===== src/sv/pi_throttle_regulator_top_assert.svh =====
// assertion macros for the pi throttle regulator
`ifndef PI_THROTTLE_REGULATOR_TOP_ASSERT_SVH
`define PI_THROTTLE_REGULATOR_TOP_ASSERT_SVH

// same-cycle implication, checked outside reset
`define PTR_ASSERT_SAME(lbl, ante, cons, msg) \
    lbl: assert property (@(posedge aclk) disable iff (!aresetn) (ante) |-> (cons)) \
        else $error(msg);

// next-cycle implication, checked outside reset
`define PTR_ASSERT_NEXT(lbl, ante, cons, msg) \
    lbl: assert property (@(posedge aclk) disable iff (!aresetn) (ante) |=> (cons)) \
        else $error(msg);

`endif


===== src/sv/ptr_pkg.sv =====
// types and constants shared by the pi throttle regulator modules
package ptr_pkg;

    localparam int SPEED_W    = 16;
    localparam int GAIN_W     = 16;
    localparam int THROTTLE_W = 15;
    localparam int FRAC_W     = 12;
    localparam int CFG_IDX_W  = 2;
    localparam int CFG_DATA_W = 16;

    localparam logic [GAIN_W-1:0]     KP_GAIN_RESET      = 16'd33231;
    localparam logic [GAIN_W-1:0]     KI_GAIN_RESET      = 16'd2048;
    localparam logic [THROTTLE_W-1:0] THROTTLE_MAX_RESET = 15'd11520;

    // configuration register indexes
    typedef enum logic [CFG_IDX_W-1:0] {
        CFG_KP_GAIN      = 2'd0,
        CFG_KI_GAIN      = 2'd1,
        CFG_THROTTLE_MAX = 2'd2
    } ptr_cfg_idx_t;

    typedef struct packed {
        logic                  going_on;
        logic [SPEED_W-1:0]    cruise_speed;
        logic [SPEED_W-1:0]    vehicle_speed;
    } ptr_in_t;

    typedef struct packed {
        logic [THROTTLE_W-1:0] throttle;
        logic                  clamped;
    } ptr_out_t;

    typedef struct packed {
        logic [GAIN_W-1:0]     kp_gain;
        logic [GAIN_W-1:0]     ki_gain;
        logic [THROTTLE_W-1:0] throttle_max;
    } ptr_cfg_t;

endpackage


===== src/sv/pi_throttle_regulator_top.sv =====
// top level of the pi throttle regulator: input and output registers around the core
//
// Usage:
//   s_ channel carries one sample word (going_on, cruise_speed, vehicle_speed).
//   m_ channel returns one word per sample (throttle, clamped), in order.
//   cfg_ channel writes kp_gain (index 0), ki_gain (1) and throttle_max (2);
//   other indexes are ignored. cfg_ready is always high. Write only when idle.
// Timing:
//   A sample accepted on s_ is captured in the input register, computed
//   combinationally by the core and held in the output register for m_.
//   Throughput is one word per cycle while m_ready is high; the integrator
//   and clamped flag close their loop through the integral multiplier and clamp.
// Reset:
//   Gains and throttle_max take their defaults, the integrator clears and the
//   hold flag is set, so the first sample does not integrate. Both registers
//   empty.
// Stalls:
//   With m_ready low the output word holds; one more sample can wait in the
//   input register, after which s_ready drops until m_ready returns.
`include "pi_throttle_regulator_top_assert.svh"

module pi_throttle_regulator_top
    import ptr_pkg::*;
#(
    parameter int ACC_WIDTH = 32
) (
    input  logic                  aclk,
    input  logic                  aresetn,
    input  logic                  s_valid,
    output logic                  s_ready,
    input  ptr_in_t               s_data,
    output logic                  m_valid,
    input  logic                  m_ready,
    output ptr_out_t              m_data,
    input  logic                  cfg_valid,
    output logic                  cfg_ready,
    input  logic [CFG_IDX_W-1:0]  cfg_index,
    input  logic [CFG_DATA_W-1:0] cfg_data
);

    ptr_cfg_t cfg;
    ptr_in_t  in_reg;
    logic     in_valid_reg;
    ptr_out_t out_reg;
    logic     out_valid_reg;
    ptr_out_t core_out;
    logic     out_en;
    logic     step;
    logic     s_fire;

    ptr_cfg_regs u_cfg (
        .aclk      (aclk),
        .aresetn   (aresetn),
        .cfg_valid (cfg_valid),
        .cfg_index (cfg_index),
        .cfg_data  (cfg_data),
        .cfg_ready (cfg_ready),
        .cfg       (cfg)
    );

    ptr_core #(
        .ACC_WIDTH (ACC_WIDTH)
    ) u_core (
        .aclk     (aclk),
        .aresetn  (aresetn),
        .step     (step),
        .in_word  (in_reg),
        .cfg      (cfg),
        .out_word (core_out)
    );

    // pipeline flow control
    assign out_en  = !out_valid_reg || m_ready;
    assign step    = in_valid_reg && out_en;
    assign s_ready = !in_valid_reg || out_en;
    assign s_fire  = s_valid && s_ready;
    assign m_valid = out_valid_reg;
    assign m_data  = out_reg;

    // input register
    always_ff @(posedge aclk) begin
        if (!aresetn) begin
            in_valid_reg <= 1'b0;
        end else if (s_ready) begin
            in_valid_reg <= s_valid;
        end
    end

    always_ff @(posedge aclk) begin
        if (s_fire) begin
            in_reg <= s_data;
        end
    end

    // output register
    always_ff @(posedge aclk) begin
        if (!aresetn) begin
            out_valid_reg <= 1'b0;
        end else if (out_en) begin
            out_valid_reg <= in_valid_reg;
        end
    end

    always_ff @(posedge aclk) begin
        if (step) begin
            out_reg <= core_out;
        end
    end

    // checks on the pipeline control
    `PTR_ASSERT_NEXT(a_step_fills_out, step, out_valid_reg, "computed word did not reach output")
    `PTR_ASSERT_NEXT(a_stall_keeps_in, in_valid_reg && !out_en, in_valid_reg, "stalled word lost")
    `PTR_ASSERT_SAME(a_ready_low_full, !s_ready, in_valid_reg && out_valid_reg, "s_ready low early")

endmodule


===== src/sv/ptr_cfg_regs.sv =====
// configuration register file: gains and throttle limit
module ptr_cfg_regs
    import ptr_pkg::*;
(
    input  logic                  aclk,
    input  logic                  aresetn,
    input  logic                  cfg_valid,
    input  logic [CFG_IDX_W-1:0]  cfg_index,
    input  logic [CFG_DATA_W-1:0] cfg_data,
    output logic                  cfg_ready,
    output ptr_cfg_t              cfg
);

    ptr_cfg_t cfg_reg;
    ptr_cfg_t cfg_next;

    assign cfg_ready = 1'b1;
    assign cfg       = cfg_reg;

    // decode a write; unknown indexes leave everything as is
    always_comb begin
        cfg_next = cfg_reg;
        if (cfg_valid) begin
            unique case (cfg_index)
                CFG_KP_GAIN:      cfg_next.kp_gain      = cfg_data;
                CFG_KI_GAIN:      cfg_next.ki_gain      = cfg_data;
                CFG_THROTTLE_MAX: cfg_next.throttle_max = cfg_data[THROTTLE_W-1:0];
                default:          cfg_next = cfg_reg;
            endcase
        end
    end

    always_ff @(posedge aclk) begin
        if (!aresetn) begin
            cfg_reg.kp_gain      <= KP_GAIN_RESET;
            cfg_reg.ki_gain      <= KI_GAIN_RESET;
            cfg_reg.throttle_max <= THROTTLE_MAX_RESET;
        end else begin
            cfg_reg <= cfg_next;
        end
    end

endmodule


===== src/sv/ptr_core.sv =====
// pi datapath with clamping anti-windup and the integrator state
module ptr_core
    import ptr_pkg::*;
#(
    parameter int ACC_WIDTH = 32
) (
    input  logic     aclk,
    input  logic     aresetn,
    input  logic     step,
    input  ptr_in_t  in_word,
    input  ptr_cfg_t cfg,
    output ptr_out_t out_word
);

    localparam int ERR_W  = SPEED_W + 1;
    localparam int PT_W   = ERR_W + GAIN_W;
    localparam int IT_W   = ACC_WIDTH + GAIN_W + 1;
    localparam int SUM_W  = IT_W + 1;

    logic signed [ACC_WIDTH-1:0] integral_reg;
    logic signed [ACC_WIDTH-1:0] integral_next;
    logic                        last_clamped_reg;
    logic                        last_clamped_next;

    logic signed [ERR_W-1:0]     err;
    logic signed [PT_W-1:0]      p_term;
    logic signed [IT_W-1:0]      i_term;
    logic signed [SUM_W-1:0]     sum;
    logic signed [SUM_W-1:0]     limit;
    logic signed [ACC_WIDTH:0]   acc_wide;
    logic signed [ACC_WIDTH-1:0] acc_sat;
    logic signed [ACC_WIDTH-1:0] acc_base;
    logic                        hold;

    // speed error, signed q8.8
    assign err = $signed({1'b0, in_word.cruise_speed}) - $signed({1'b0, in_word.vehicle_speed});

    // integrator: cleared on going on, held while the last command was clamped
    assign acc_base = in_word.going_on ? '0 : integral_reg;
    assign hold     = in_word.going_on | last_clamped_reg;
    assign acc_wide = {acc_base[ACC_WIDTH-1], acc_base}
                    + {{(ACC_WIDTH + 1 - ERR_W){err[ERR_W-1]}}, err};

    // saturate the accumulator at its signed limits
    always_comb begin
        if (acc_wide[ACC_WIDTH] != acc_wide[ACC_WIDTH-1]) begin
            acc_sat = acc_wide[ACC_WIDTH] ? {1'b1, {(ACC_WIDTH-1){1'b0}}}
                                          : {1'b0, {(ACC_WIDTH-1){1'b1}}};
        end else begin
            acc_sat = acc_wide[ACC_WIDTH-1:0];
        end
    end

    assign integral_next = hold ? acc_base : acc_sat;

    // proportional and integral products, q.20
    assign p_term = err * $signed({1'b0, cfg.kp_gain});
    assign i_term = integral_next * $signed({1'b0, cfg.ki_gain});
    assign sum    = SUM_W'(p_term) + SUM_W'(i_term);
    assign limit  = $signed(SUM_W'({1'b0, cfg.throttle_max, {FRAC_W{1'b0}}}));

    // clamp to zero .. throttle_max
    always_comb begin
        priority if (sum > limit) begin
            out_word.throttle = cfg.throttle_max;
            out_word.clamped  = 1'b1;
        end else if (sum[SUM_W-1]) begin
            out_word.throttle = '0;
            out_word.clamped  = 1'b1;
        end else begin
            out_word.throttle = sum[FRAC_W +: THROTTLE_W];
            out_word.clamped  = 1'b0;
        end
    end

    assign last_clamped_next = out_word.clamped;

    // state advances only when a word moves to the output register
    always_ff @(posedge aclk) begin
        if (!aresetn) begin
            integral_reg     <= '0;
            last_clamped_reg <= 1'b1;
        end else if (step) begin
            integral_reg     <= integral_next;
            last_clamped_reg <= last_clamped_next;
        end
    end

endmodule


===== config.mk =====
export PLATFORM = sky130hd
export DESIGN_NAME = pi_throttle_regulator_top
export DESIGN_NICKNAME = d
export VERILOG_FILES = /design/src/sv/ptr_pkg.sv /design/src/sv/pi_throttle_regulator_top.sv /design/src/sv/ptr_cfg_regs.sv /design/src/sv/ptr_core.sv
export VERILOG_INCLUDE_DIRS = /design/src /design/src/sv
export SDC_FILE = /design/constraint.sdc
export NUM_CORES = 2
export LEC_CHECK = 0
export BUFFER_PORTS_ARGS = -buffer_cell sky130_fd_sc_hd__buf_2
export CAP_MARGIN = 20
export CELL_PAD_IN_SITES_DETAIL_PLACEMENT = 1
export CELL_PAD_IN_SITES_GLOBAL_PLACEMENT = 1
export CORE_MARGIN = 2
export CORE_UTILIZATION = 40
export CTS_BUF_LIST = sky130_fd_sc_hd__clkbuf_8
export CTS_CLUSTER_DIAMETER = 100
export DETAILED_ROUTE_END_ITERATION = 10
export PLACE_DENSITY_LB_ADDON = 0.1
export SLEW_MARGIN = 20
export SYNTH_ARGS = -nofsm -noshare
export SYNTH_HDL_FRONTEND = slang
export SYNTH_SLANG_ARGS = --single-unit

===== constraint.sdc =====
create_clock -name aclk -period 17.7 [get_ports aclk]
set_clock_uncertainty 0.2 [all_clocks]
set_input_delay 1.77 -clock aclk [delete_from_list [all_inputs] [get_ports aclk]]
set_output_delay 1.77 -clock aclk [all_outputs]
set_load 0.05 [all_outputs]

# Yosys cells after proc, flatten, opt, wreduce, memory -nomap -nowiden
# Cells that the tools add are included.
# totals
regBits	131
input_bits	56
out_inout_bits	19
elab_cells	38
# op_classes
add_sub_neg	3
mul	2
n_lt_le_gt_ge	1
n_eq_ne	3
n_mux	6
bitwise_logic	1
reduce_logical	10
# ops
operator	n
$mux W32	4
$add A33 B49 Y50	1
$gt A50 B28 Y1	1
$mul A32 B17 Y49	1
$add A32 B17 Y33	1
$mul A17 B17 Y33	1
$mux W16	2
$sub A16 B16 Y17	1
$reduce_and A2 Y1	3
$eq A2 B1 Y1 const B	1
$eq A2 B2 Y1 const B	1
$logic_and A1 B1 Y1	2
$logic_not A1 Y1	2
$logic_not A2 Y1	1
$logic_or A1 B1 Y1	2
$ne A1 B1 Y1	1
$or A1 B1 Y1	1

# Logic depth before layout (Yosys ltp)
# depth
depth_word	9
mapped_depth	73
mapped_depth_nobuf	66

# Modules after synthesis
# A second synthesis with hierarchy kept.
# hier_totals
cells_unflattened	4293
area_unflattened_um2	38019.0
# modules_own_cells
module	n_inst	cells_per_inst	area_each_um2	seq_area_each_um2
ptr_core	1	4046	34531.9	660.6
ptr_cfg_regs	1	189	1911.8	940.9
pi_throttle_regulator_top	1	58	1575.3	1511.4

# Worst setup path before layout
# OpenSTA, ideal clock, no wires.
# synth_timing
path_type	reg2reg
start	register in_reg[0] in the netlist's numbering
end	register out_reg (netlist bit m_data[0]), data pin
arrival_ns	14.944
slack_ns	2.294
stages_incl_launch_ff	66
path_buffers	5
synth_period_minus_slack_ns	15.406
path_cell_list	edfxtp_1 -> ha_1 -> fa_1 -> nor2b_1 -> o21ai_0 -> a21boi_0 -> o21ai_0 -> a21boi_0 -> o21ai_0 -> a21boi_0 -> o21ai_1 -> a211oi_1 -> o32ai_2 -> clkbuf_1 -> ha_1 -> and3_1 -> nand3_1 -> or2_1 -> (+30 left out) -> and3_1 -> o21ai_0 -> inv_1 -> o21ai_0 -> xor2_1 -> ha_1 -> nand4b_1 -> nor3_1 -> nand4_1 -> a2111oi_2 -> o211a_1 -> o31ai_1 -> nor4_2 -> o2111ai_1 -> nor4_1 -> nand3b_1 -> buf_6 -> or2_2
# synth_rtl
item	line	rtl
start: declaration	pi_throttle_regulator_top.sv:42	ptr_in_t in_reg;
start signal: assignment	pi_throttle_regulator_top.sv:91	in_reg <= s_data;
end signal: assignment	pi_throttle_regulator_top.sv:106	out_reg <= core_out;
end: declaration	pi_throttle_regulator_top.sv:44	ptr_out_t out_reg;

==> out/qor.txt <==
non-filler cells, final = 5563
die area = 97200 um2
status = finished, final reports clean
Worst Path Arrival = 16680 ps
core area = 93600 um2
fin nets = 5416
Final ANT Viol Nets = 0
vias in the first global route = 32.5k
min Tclk post-route = 16540 ps
final period utilization = 0.935
worst hold path class = flip-flop to flip-flop
net count after synthesis = 5444
Worst path slowest cell = or4_1
Slew Viols, Final = 0
kind of critical path = flip-flop to flip-flop
first-pass GRT wire length = 186000 um
fmax = 0.0604 GHz
Post-synth ARST share = 0
share of cells above drive strength 1 = 0.0594
TritonCTS clock tree = yes
largest delay contributor family on the critical path = adder cells
Hold Vio Cnt, Final = 0
Syn Area/Cell = 8.76 um2
Tot GR Track Use = 0.247
Yosys reg bits = 131
fillers = 11.1k
P&R area growth vs syn = 5.94%
htree depth = 4
initial core utilization = 0.405
Most Frequent Cell on Critical Path = fa_1
setup violators final = 0
CP Buf/Inv Count = 9
FP Rows = 112
DRT Pass-1 Iters = 5
global route total overflow = 0
Worst Max-Slew Pin Slew = 1010 ps
vias post-DR = 28.7k
Die W = 312 um
Max Buffers Root-to-Sink = 2
GPL Wtd Cong = 0.832
CP required = 17830 ps
Inserted Clock Buffers = 17
clock-pin slew on the worst setup and hold paths = 120 ps
vias per inst = 5.15
Yosys Warn Count = 0
max FFs per register = 47
# clock sinks = 131
crit-path max cell delay = 550 ps
CP Launch Type = flip-flop
detailed-route wire length per cell = 20.5 um
# hold bufs at CTS = 0
setup ws final = 1160 ps
Ports = 75
Placed Cells = 5525
post-synth cell types = 85
Initial DRC Count = 1176
sequential element share of the synthesized area = 0.0822
commonest non-fill, non-tap cell in the layout = inv_1
PortBufs = 73
Max-cap violations = 0
Synth Instances = 4323
hpwl dp = 94100 um
Slew HR = 0.325
worst-path fanout max = 25
ys flop type = dfxtp_1
drt total wl = 114000 um
Remaining DRCs = 0
Worst-Skew Late Latency = 600 ps
Worst setup EP type = flip-flop
pre-CTS WS = 428 ps
Root Buffer Master = clkbuf_8
pin count of the biggest net entering global routing = 39
EDFF count, synth = 49
most frequent cells in the layout = inv_1, fa_1, nand2_1
initial antenna violation count = 3
Die H = 312 um
Synth Cell Area = 37900 um2
==> cell families after synthesis <==
logic type | share of synthesized area
AND/OR/NAND/NOR | 0.174
buffers and inverters | 0.111
adder cells (fa/ha/maj) | 0.509
AO/OA/AOI/OAI | 0.0935
flip-flops | 0.0822
XOR/XNOR | 0.0252
multiplexers | 0.00538
other | 0.0000990
==> area by class of cell <==
type / instances / area [um2] / share of cell area
Sequential cell: 131 / 3120 / 0.0778
Inverter: 897 / 3370 / 0.0839
Tap cell: 1254 / 1570 / 0.0391
Multi-Input combinational cell: 3096 / 30700 / 0.765
Timing Repair Buffer: 152 / 971 / 0.0242
Clock buffer: 18 / 248 / 0.00617
Clock inverter: 14 / 163 / 0.00405
Antenna cell: 1 / 2.50 / 0.0000624
==> per-layer routing <==
metal | wire length [um] | track usage
met1 | 49500 | 0.312
met2 | 58600 | 0.448
met3 | 2400 | 0.0202
met4 | 3480 | 0.0775
met5 | 0 | 0
==> path summary, 6_finish.rpt <==
| kind | startpoint | endpoint | slack (ps) | depth (start not counted) |
|---|---|---|---|---|
| worst min register to register | u_cfg.cfg[41]$_SDFFE_PN0P_ | u_cfg.cfg[41]$_SDFFE_PN0P_ | 270 | 2 |
| worst max-delay path | in_reg[0]$_DFFE_PP_ | m_data[0]$_DFFE_PP_ | 1160 | 64 |
| worst min-delay path | u_cfg.cfg[41]$_SDFFE_PN0P_ | u_cfg.cfg[41]$_SDFFE_PN0P_ | 270 | 2 |
| worst max register to register | in_reg[0]$_DFFE_PP_ | m_data[0]$_DFFE_PP_ | 1160 | 64 |
==> cells in the mapped netlist (15+ instances only) <==
master      n  share of area
inv_1     896          0.089
fa_1      790           0.42
nand2_1   621          0.062
and2_1    340          0.056
ha_1      275          0.091
a21oi_1   154          0.020
clkbuf_1  152          0.015
nor2_1    116          0.011
o21ai_0   114          0.015
nor2b_1    97          0.016
dfxtp_1    82          0.043
xnor2_1    70          0.016
nand3_1    59         0.0078
a21o_1     50         0.0099
edfxtp_1   49          0.039
xor2_1     39         0.0090
o21a_1     35         0.0069
buf_2      34         0.0045
nor3_1     26         0.0034
o211ai_1   25         0.0050
mux2i_1    17         0.0045
nand2b_1   17         0.0028
or3_1      17         0.0028
a211oi_1   16         0.0032
a31oi_1    15         0.0025
and3_1     15         0.0025
==> stage by stage <==
stage	util	instance area, um2	TNS, ps	hold slack (ps)
after floorplan	-	37900	0	245
after global placement	0.423	39600	0	243
after detailed placement	0.423	39600	0	262
after CTS	0.428	40000	0	278
after global routing	0.429	40100	-22.4	293
final	0.429	40100	0	272
==> worst reg2reg max path, delay by kind of cell (launching register included) <==
family	cells	cell delay, ps
AND/OR/NAND/NOR	18	3980
adder cells (fa/ha/maj)	12	5050
XOR/XNOR	1	130
buffers and inverters	9	1240
multiplexers	1	280
AO/OA/AOI/OAI	23	5030
flip-flops	1	410
==> repair_timing <==
| item | CTS | global route |
|---|---|---|
| gates resized for setup | 0 | 16 |
| setup endpoints to repair | 0 | 17 |
| hold endpoints to repair | 0 | 0 |
| setup buffers | 0 | 5 |
Power is left out: the tool's default activity adds up to more than one toggle a clock period on the data nets, which glitch-free logic cannot reach.
